### config.mk
export PLATFORM = sky130hd
export DESIGN_NAME = physical_page_bump_allocator
export DESIGN_NICKNAME = d
export VERILOG_FILES = /design/src/ppba_pkg.sv /design/src/ppba_ram.sv /design/src/ppba_ctrl.sv /design/src/ppba_dp.sv /design/src/physical_page_bump_allocator.sv
export SDC_FILE = /design/constraint.sdc
export NUM_CORES = 2
export LEC_CHECK = 0
export CAP_MARGIN = 10
export CORE_MARGIN = 2
export CORE_UTILIZATION = 64
export CTS_CLUSTER_DIAMETER = 100
export CTS_CLUSTER_SIZE = 16
export DETAILED_ROUTE_END_ITERATION = 7
export DONT_BUFFER_PORTS = 1
export GPL_TIMING_DRIVEN = 0
export PLACE_DENSITY = 0.8
export SYNTH_ARGS = -nofsm -noshare
export SYNTH_HDL_FRONTEND = slang
export SYNTH_HIERARCHICAL = 1
export SYNTH_SLANG_ARGS = --single-unit
### constraint.sdc
create_clock -name clk -period 13 [get_ports clk]
set_input_delay 0.65 -clock clk [delete_from_list [all_inputs] [get_ports clk]]
set_output_delay 0.65 -clock clk [all_outputs]
set_load 0.1 [all_outputs]
### src/ppba_pkg.sv
`timescale 1ns / 1ps
`default_nettype none

package ppba_pkg;

  localparam int MAX_REGIONS_DEF = 8;
  localparam int PAGE_SHIFT_DEF  = 12;

  // Input command codes.
  typedef enum logic [1:0] {
    OP_CLEAR = 2'd0,
    OP_ADD   = 2'd1,
    OP_ALLOC = 2'd2,
    OP_NONE  = 2'd3
  } ppba_op_t;

  // Result status codes.
  typedef enum logic [2:0] {
    STS_OK      = 3'd0,
    STS_NO_PAGE = 3'd1,
    STS_SKIPPED = 3'd2,
    STS_FULL    = 3'd3,
    STS_CLEARED = 3'd4
  } ppba_status_t;

  typedef enum logic [2:0] {
    S_IDLE,
    S_PREP,
    S_EXEC,
    S_READ,
    S_CHECK,
    S_OUT
  } ppba_state_t;

  // Controller to datapath.
  typedef struct packed {
    logic load_in;
    logic prep;
    logic exec;
    logic hit;
    logic step;
    logic load_out;
  } ppba_ctl_t;

  // Datapath to controller.
  typedef struct packed {
    logic is_alloc;
    logic table_empty;
    logic fits;
    logic last;
    logic out_free;
  } ppba_sts_t;

endpackage

`default_nettype wire

### src/ppba_ram.sv
`timescale 1ns / 1ps
`default_nettype none

module ppba_ram #(
  parameter int WIDTH = 64,
  parameter int DEPTH = 8,
  parameter int AW    = (DEPTH > 1) ? $clog2(DEPTH) : 1
) (
  input  wire logic             clk,
  input  wire logic             we,
  input  wire logic [AW-1:0]    waddr,
  input  wire logic [WIDTH-1:0] wdata,
  input  wire logic [AW-1:0]    raddr,
  output logic      [WIDTH-1:0] rdata
);

  logic [WIDTH-1:0] mem [DEPTH];

  always_ff @(posedge clk) begin
    if (we) begin
      mem[waddr] <= wdata;
    end
    rdata <= mem[raddr];
  end

endmodule

`default_nettype wire

### src/ppba_ctrl.sv
`timescale 1ns / 1ps
`default_nettype none

module ppba_ctrl (
  input  wire logic               clk,
  input  wire logic               rst_n,
  input  wire logic               in_valid,
  output logic                    in_ready,
  input  wire ppba_pkg::ppba_sts_t sts,
  output ppba_pkg::ppba_ctl_t     ctl
);

  ppba_pkg::ppba_state_t state_r, state_nxt;

  always_ff @(posedge clk) begin
    if (!rst_n) begin
      state_r <= ppba_pkg::S_IDLE;
    end else begin
      state_r <= state_nxt;
    end
  end

  always_comb begin
    state_nxt = state_r;
    case (state_r)
      ppba_pkg::S_IDLE: begin
        if (in_valid) state_nxt = ppba_pkg::S_PREP;
      end
      ppba_pkg::S_PREP: state_nxt = ppba_pkg::S_EXEC;
      ppba_pkg::S_EXEC: begin
        if (sts.is_alloc && !sts.table_empty) state_nxt = ppba_pkg::S_READ;
        else state_nxt = ppba_pkg::S_OUT;
      end
      ppba_pkg::S_READ: state_nxt = ppba_pkg::S_CHECK;
      ppba_pkg::S_CHECK: begin
        if (sts.fits || sts.last) state_nxt = ppba_pkg::S_OUT;
        else state_nxt = ppba_pkg::S_READ;
      end
      ppba_pkg::S_OUT: begin
        if (sts.out_free) state_nxt = ppba_pkg::S_IDLE;
      end
      default: state_nxt = ppba_pkg::S_IDLE;
    endcase
  end

  always_comb begin
    ctl      = '0;
    in_ready = 1'b0;
    case (state_r)
      ppba_pkg::S_IDLE: begin
        in_ready    = 1'b1;
        ctl.load_in = in_valid;
      end
      ppba_pkg::S_PREP:  ctl.prep = 1'b1;
      ppba_pkg::S_EXEC:  ctl.exec = 1'b1;
      ppba_pkg::S_READ:  ctl = '0;
      ppba_pkg::S_CHECK: begin
        ctl.hit  = sts.fits;
        ctl.step = !sts.fits && !sts.last;
      end
      ppba_pkg::S_OUT:   ctl.load_out = sts.out_free;
      default:           ctl = '0;
    endcase
  end

endmodule

`default_nettype wire

### src/ppba_dp.sv
`timescale 1ns / 1ps
`default_nettype none

module ppba_dp #(
  parameter int MAX_REGIONS = ppba_pkg::MAX_REGIONS_DEF,
  parameter int PAGE_SHIFT  = ppba_pkg::PAGE_SHIFT_DEF
) (
  input  wire logic                clk,
  input  wire logic                rst_n,
  input  wire ppba_pkg::ppba_ctl_t ctl,
  output ppba_pkg::ppba_sts_t      sts,
  input  wire logic [1:0]          in_command,
  input  wire logic [63:0]         in_region_base,
  input  wire logic [63:0]         in_region_size,
  output logic                     out_valid,
  input  wire logic                out_ready,
  output logic [2:0]               out_status,
  output logic [63:0]              out_page_address,
  output logic [63:0]              out_total_bytes,
  output logic [63:0]              out_avail_bytes
);

  localparam int CW = $clog2(MAX_REGIONS + 1);
  localparam int IW = (MAX_REGIONS > 1) ? $clog2(MAX_REGIONS) : 1;
  localparam logic [63:0] PG_SIZE = 64'd1 << PAGE_SHIFT;
  localparam logic [63:0] PG_MASK = PG_SIZE - 64'd1;
  localparam logic [CW-1:0] COUNT_MAX = CW'(MAX_REGIONS);

  ppba_pkg::ppba_op_t     cmd_r;
  ppba_pkg::ppba_status_t status_r;
  logic [63:0] lo_r, hi_r, span_r, addr_r;
  logic        small_r, empty_r;
  logic [CW-1:0] count_r;
  logic [IW-1:0] idx_r;
  logic [63:0] total_r, free_r;
  logic        out_valid_r;
  logic [2:0]  out_status_r;
  logic [63:0] out_addr_r, out_total_r, out_free_r;

  logic [63:0] end_rd, next_rd, next_sum;
  logic        add_ok, end_we, next_we;
  logic [IW-1:0] waddr;
  logic [63:0] next_wdata;

  // An add is stored only when the table has room and the rounded range holds a page.
  assign add_ok = (cmd_r == ppba_pkg::OP_ADD) && (count_r != COUNT_MAX) &&
                  !small_r && !empty_r;

  // The page fits when next + page does not pass the end, with 64-bit wrap as given.
  assign next_sum = next_rd + PG_SIZE;

  assign end_we     = ctl.exec && add_ok;
  assign next_we    = end_we || ctl.hit;
  assign waddr      = ctl.hit ? idx_r : count_r[IW-1:0];
  assign next_wdata = ctl.hit ? next_sum : lo_r;

  ppba_ram #(.WIDTH(64), .DEPTH(MAX_REGIONS), .AW(IW)) u_end_ram (
    .clk   (clk),
    .we    (end_we),
    .waddr (waddr),
    .wdata (hi_r),
    .raddr (idx_r),
    .rdata (end_rd)
  );

  ppba_ram #(.WIDTH(64), .DEPTH(MAX_REGIONS), .AW(IW)) u_next_ram (
    .clk   (clk),
    .we    (next_we),
    .waddr (waddr),
    .wdata (next_wdata),
    .raddr (idx_r),
    .rdata (next_rd)
  );

  assign sts.is_alloc    = (cmd_r == ppba_pkg::OP_ALLOC);
  assign sts.table_empty = (count_r == '0);
  assign sts.fits        = !(next_sum > end_rd);
  assign sts.last        = ((CW'(idx_r) + CW'(1)) == count_r);
  assign sts.out_free    = !out_valid_r || out_ready;

  // Control state: table fill, running byte counts and output valid.
  always_ff @(posedge clk) begin
    if (!rst_n) begin
      count_r     <= '0;
      total_r     <= '0;
      free_r      <= '0;
      out_valid_r <= 1'b0;
    end else begin
      if (ctl.exec) begin
        if (cmd_r == ppba_pkg::OP_CLEAR) begin
          count_r <= '0;
          total_r <= '0;
          free_r  <= '0;
        end else if (add_ok) begin
          count_r <= count_r + CW'(1);
          total_r <= total_r + span_r;
          free_r  <= free_r + span_r;
        end
      end
      if (ctl.hit) begin
        free_r <= free_r - PG_SIZE;
      end
      if (ctl.load_out) begin
        out_valid_r <= 1'b1;
      end else if (out_ready) begin
        out_valid_r <= 1'b0;
      end
    end
  end

  always_ff @(posedge clk) begin
    if (ctl.load_in) begin
      cmd_r   <= ppba_pkg::ppba_op_t'(in_command);
      lo_r    <= (in_region_base + PG_MASK) & ~PG_MASK;
      hi_r    <= (in_region_base + in_region_size) & ~PG_MASK;
      small_r <= (in_region_size < PG_SIZE);
      addr_r  <= '0;
    end
    if (ctl.prep) begin
      span_r  <= hi_r - lo_r;
      empty_r <= (hi_r <= lo_r);
    end
    if (ctl.exec) begin
      idx_r <= '0;
      case (cmd_r)
        ppba_pkg::OP_CLEAR: status_r <= ppba_pkg::STS_CLEARED;
        ppba_pkg::OP_ADD: begin
          if (count_r == COUNT_MAX) status_r <= ppba_pkg::STS_FULL;
          else if (small_r || empty_r) status_r <= ppba_pkg::STS_SKIPPED;
          else status_r <= ppba_pkg::STS_OK;
        end
        ppba_pkg::OP_ALLOC: status_r <= ppba_pkg::STS_NO_PAGE;
        ppba_pkg::OP_NONE:  status_r <= ppba_pkg::STS_OK;
        default:            status_r <= ppba_pkg::STS_OK;
      endcase
    end
    if (ctl.step) begin
      idx_r <= idx_r + IW'(1);
    end
    if (ctl.hit) begin
      addr_r   <= next_rd;
      status_r <= ppba_pkg::STS_OK;
    end
    if (ctl.load_out) begin
      out_status_r <= status_r;
      out_addr_r   <= addr_r;
      out_total_r  <= total_r;
      out_free_r   <= free_r;
    end
  end

  assign out_valid        = out_valid_r;
  assign out_status       = out_status_r;
  assign out_page_address = out_addr_r;
  assign out_total_bytes  = out_total_r;
  assign out_avail_bytes  = out_free_r;

endmodule

`default_nettype wire

### src/physical_page_bump_allocator.sv
`timescale 1ns / 1ps
`default_nettype none

// Channel   Direction  Handshake            Beat contents
// in_*      input      in_valid / in_ready  command, region_base, region_size
// out_*     output     out_valid/out_ready  status, page_address, total_bytes, avail_bytes
//
// A clear, add or unused command passes through the accepting state, which captures
// the beat and rounds the range, range preparation, table update and output load,
// which waits until the output register is free.
// An allocate adds a read state and a check state for every table entry examined,
// since the scan reads the region table one entry at a time through its registered
// read port.
// Reset clears the region count, the byte counters and output valid; the table contents need none.
// A result waits in the output register while the next beat is already accepted
// and processed; that beat completes once the register is free.

module physical_page_bump_allocator #(
  parameter int MAX_REGIONS = ppba_pkg::MAX_REGIONS_DEF,
  parameter int PAGE_SHIFT  = ppba_pkg::PAGE_SHIFT_DEF
) (
  input  wire logic        clk,
  input  wire logic        rst_n,
  input  wire logic        in_valid,
  output logic             in_ready,
  input  wire logic [1:0]  in_command,
  input  wire logic [63:0] in_region_base,
  input  wire logic [63:0] in_region_size,
  output logic             out_valid,
  input  wire logic        out_ready,
  output logic [2:0]       out_status,
  output logic [63:0]      out_page_address,
  output logic [63:0]      out_total_bytes,
  output logic [63:0]      out_avail_bytes
);

  // The controller sequences each beat; the datapath owns the region table
  // (two RAMs holding the page-aligned end and the next free page), the running
  // total and free byte counts, and the output register.
  ppba_pkg::ppba_ctl_t ctl;
  ppba_pkg::ppba_sts_t sts;

  ppba_ctrl u_ctrl (
    .clk      (clk),
    .rst_n    (rst_n),
    .in_valid (in_valid),
    .in_ready (in_ready),
    .sts      (sts),
    .ctl      (ctl)
  );

  ppba_dp #(
    .MAX_REGIONS (MAX_REGIONS),
    .PAGE_SHIFT  (PAGE_SHIFT)
  ) u_dp (
    .clk              (clk),
    .rst_n            (rst_n),
    .ctl              (ctl),
    .sts              (sts),
    .in_command       (in_command),
    .in_region_base   (in_region_base),
    .in_region_size   (in_region_size),
    .out_valid        (out_valid),
    .out_ready        (out_ready),
    .out_status       (out_status),
    .out_page_address (out_page_address),
    .out_total_bytes  (out_total_bytes),
    .out_avail_bytes  (out_avail_bytes)
  );

endmodule

`default_nettype wire
==> results.py <==
metrics = {
    "grt": {
        "track_usage_pct": 34.0,
        "antenna_found_initial": 10,
        "grt_remaining_overflow": 0,
        "grt_max_degree": 72,
        "grt_pass1_wl_um": 298000,
        "grt_pass1_vias": 46000,
    },
    "synth": {
        "ys.flop_type": "edfxtp_1",
        "synth_edf_count": 1422,
        "yosys_warnings": 6,
        "syn_inst": 5232,
        "seq_area_frac_synth_pct": 63.4,
        "synth_area_mm2": 0.0750,
        "synth-async-reset-ratio_pct": 0,
        "netlist-cell-type-count": 95,
        "synth_area_per_cell_um2": 14.3,
        "ys_ff_latch": 1665,
    },
    "setup_path": {
        "critPathSlowestCell": "nor4_1",
        "arrival_ns": 11.45,
        "critical_path_required_ns": 13.44,
        "rrSetupSlack_ns": 1.99,
        "worst_setup_path_end_kind": "flip-flop",
        "crit_buf_inv": 8,
        "cp-start-kind": "flip-flop",
        "path_max_fanout": 10,
        "r2r-start": "u_dp/u_next_ram/rdata[12]",
        "crit_family": "simple AND/OR/NAND/NOR gates",
        "cpPeakStageDelay_ns": 0.97,
        "timing_worst_setup_path_type": "reg2reg",
        "critPathLaunch": "u_dp/u_next_ram/rdata[12]",
    },
    "power": {
        "combPwrFrac_pct": 22.9,
        "power_density_mw_per_mm2": 162,
        "finalPower_uw": 13300,
        "seqPwrFrac_pct": 51.0,
        "swShare_pct": 31.5,
        "power_switching_uw": 4180,
        "power.internal_uw": 9080,
        "p_leak_uw": 0.0292,
        "peakVddDrop_v": 0.000124,
        "clkPwrFrac_pct": 26.0,
    },
    "hold_path": {
        "min_from": "rst_n",
        "worstHoldPathType": "in2reg",
    },
    "route": {
        "vias_per_cell": 6.58,
        "drtAntennaViolNets": 0,
        "avgRoutedWirePerCell_um": 28.6,
        "drc": 0,
        "wl_um": 205000,
        "first_pass_iters": 5,
        "first_iter_violations": 5275,
        "vias": 47200,
    },
    "sta": {
        "finalHoldViolCount": 0,
        "period_needed_ns": 11.01,
        "fin_skew_ns": 0.0374,
        "worstMarginPinSlew_ns": 1.36,
        "hold_ws_ns": 0.0476,
        "rsz0062_at_grt": "false",
        "slew_headroom_pct": 9.35,
        "final_max_slew_viol_count": 0,
        "setup-tns-final_ns": 0,
        "setup_viol": 0,
        "fin_crit_sh_pct": 84.7,
        "fmax_mhz": 90.8,
    },
    "cells_and_area": {
        "fin_area_mm2": 0.0820,
        "layout.nets": 5962,
        "area_delta_synth_final_pct": 9.34,
        "multiInputGateArea_mm2": 0.0262,
        "nFillCells": 7411,
        "fin_cells": 7163,
        "regArea_mm2": 0.0476,
        "drive_above_1_share_pct": 12.3,
    },
    "cts": {
        "postCtsResizedCells": 0,
        "path_clk_slew_ns": 0.08,
        "clockBufferDepth": 3,
        "cts.sink_count": 1665,
        "clock_latency_ns": 0.76,
        "htreeDepth": 3,
        "root_buffer": "clkbuf_16",
        "cts_inserted_buffers": 114,
        "cts_tree": "done",
    },
    "floorplanning": {
        "core_area_mm2": 0.116,
        "pin_count": 331,
        "die_w_um": 346,
        "start_util_pct": 64.5,
        "die-area_mm2": 0.120,
        "rows": 125,
        "die_h_um": 346,
    },
    "placement": {
        "dpl.hpwl_um": 149000,
        "routabilityCongestion": 1.00,
        "portBuffers": 0,
        "place_area_mm2": 0.0786,
        "dp.cells": 6944,
    },
    "run_status": {
        "status": "finished clean",
    },
    "job": {
        "drv_cap": 0,
    },
}
[layer usage]
metal  vias to the layer above  share of wire (%)  GRT usage (%)
met5                         -             0.0073              0
met3                       355                 11           7.62
met4                         2                3.9           12.2
met1                     23300                 38           46.4
li1                      20600                  -              -
met2                      2915                 47           54.5
[timing repair]
item	4_1_cts	5_1_grt
hold endpoints to repair	3	0
setup buffers	0	0
hold buffers	3	0
[stage by stage]
stage               utilization, %  worst slack (ns)
floorplan                        -              2.66
global placement              66.5             -5.70
detailed placement            67.6              2.24
CTS                           70.5              2.24
global route                  70.5              1.67
finish                        70.6              1.99
[final timing paths]
kind	endpoint	cells past startpoint
max reg2reg	u_dp/u_end_ram/mem[0][59]	27
min	u_ctrl/state_r[1]	2
max	u_dp/u_end_ram/mem[0][59]	27
min reg2reg	u_dp/out_page_address[45]	0
[layout by cell type (no fill, tap or decap), drive strengths merged, types with 19 or more instances in the layout]
cell,synthesis,layout
mux4,256,256
a21oi,321,321
a31oi,41,41
inv,187,191
and2,87,87
xor2,115,115
o21a,30,30
conb,1,120
edfxtp,1422,1422
nand3,112,112
nand4,77,77
and3,41,41
nand2b,34,34
nor4,40,40
a211oi,34,34
nor2b,28,28
nand2,330,330
dfxtp,243,243
buf,84,153
a21o,168,168
mux2,133,133
ha,285,285
o21ai,237,237
nor2,249,249
clkbuf,140,345
xnor2,179,179
o31ai,19,19
o21bai,34,34
nor3,90,90
[synth_stat cells (all sizes together), types with 16 or more instances]
master / number / share of area, %
nor4: 40 / 0.34
ha: 285 / 4.8
a21oi: 321 / 2.1
mux2: 133 / 2.0
o211ai: 16 / 0.16
a21o: 168 / 1.7
mux4: 256 / 7.7
nand3: 112 / 0.75
nor2b: 28 / 0.23
and3: 41 / 0.34
edfxtp: 1422 / 57
nand2b: 34 / 0.28
dfxtp: 243 / 6.5
buf: 84 / 0.81
inv: 187 / 0.94
clkbuf: 140 / 0.70
a31oi: 41 / 0.34
nand2: 330 / 1.7
nor3: 90 / 0.61
and2: 87 / 0.73
o21a: 30 / 0.30
o21ai: 237 / 1.6
nand4: 77 / 0.64
a211oi: 34 / 0.34
o21bai: 34 / 0.34
o31ai: 19 / 0.20
xor2: 115 / 1.3
nor2: 249 / 1.2
xnor2: 179 / 2.1
[power by group through the flow]
stage	sequential (µW)	clock (µW)	combinational [µW]
2_1_floorplan	6690	0	2070
4_1_cts	6750	3500	2970
3_3_place_gp	6880	0	2840
6_report	6770	3450	3040
5_1_grt	6790	3680	3280
3_5_place_dp	6870	0	2940
[area by class of cell]
type | count | area share (%)
Antenna cell | 2 | 0.00610
Multi-Input combinational cell | 3275 | 31.9
Clock inverter | 9 | 0.206
Timing Repair Buffer | 73 | 1.41
Buffer | 224 | 1.39
Tap cell | 1524 | 2.33
Clock buffer | 204 | 3.89
Sequential cell | 1665 | 58.0
Inverter | 187 | 0.859
[cell families (layout without fill, tap and decap cells)]
family	count (synthesis)	after routing	synth area share (%)
muxes	390	390	9.70
and+or+nand+nor	1146	1146	7.43
xor gates and xnor gates	294	294	3.43
other	1	122	0.00500
buffers and inverters	411	697	2.45
DFF	1665	1665	63.4
adders and majority gates	288	288	4.84
AOI/OAI and AO/OA	1037	1037	8.71
[worst reg2reg max path: stages, from the launching register on]
cell	delay, ns
dfxtp_1	0.44
ha_1	0.25
nand4_1	0.18
nor3_1	0.49
nand3_1	0.28
nor2_1	0.36
nand3_1	0.36
nor2_1	0.40
nand2_1	0.25
nor3_1	0.24
xnor2_1	0.16
ha_1	0.32
nand4_1	0.14
nor4_1	0.97
nand3_1	0.33
o21ai_1	0.49
and3_1	0.38
clkbuf_1	0.34
clkbuf_1	0.73
buf_1	0.47
buf_8	0.27
clkbuf_1	0.60
o21ai_0	0.44
nand2b_1	0.42
nor3_2	0.74
buf_6	0.26
buf_6	0.20
buf_6	0.19
[flip-flops by register name, summed over array words and instances (netlist names), 64 cells and up]
name	cells
u_dp/u_end_ram/rdata	64
u_dp/u_next_ram/mem	512
u_dp/addr_r	64
u_dp/out_page_address	64
u_dp/u_next_ram/rdata	64
u_dp/u_end_ram/mem	512
No activity file was read; power rests on OpenSTA's default activity.
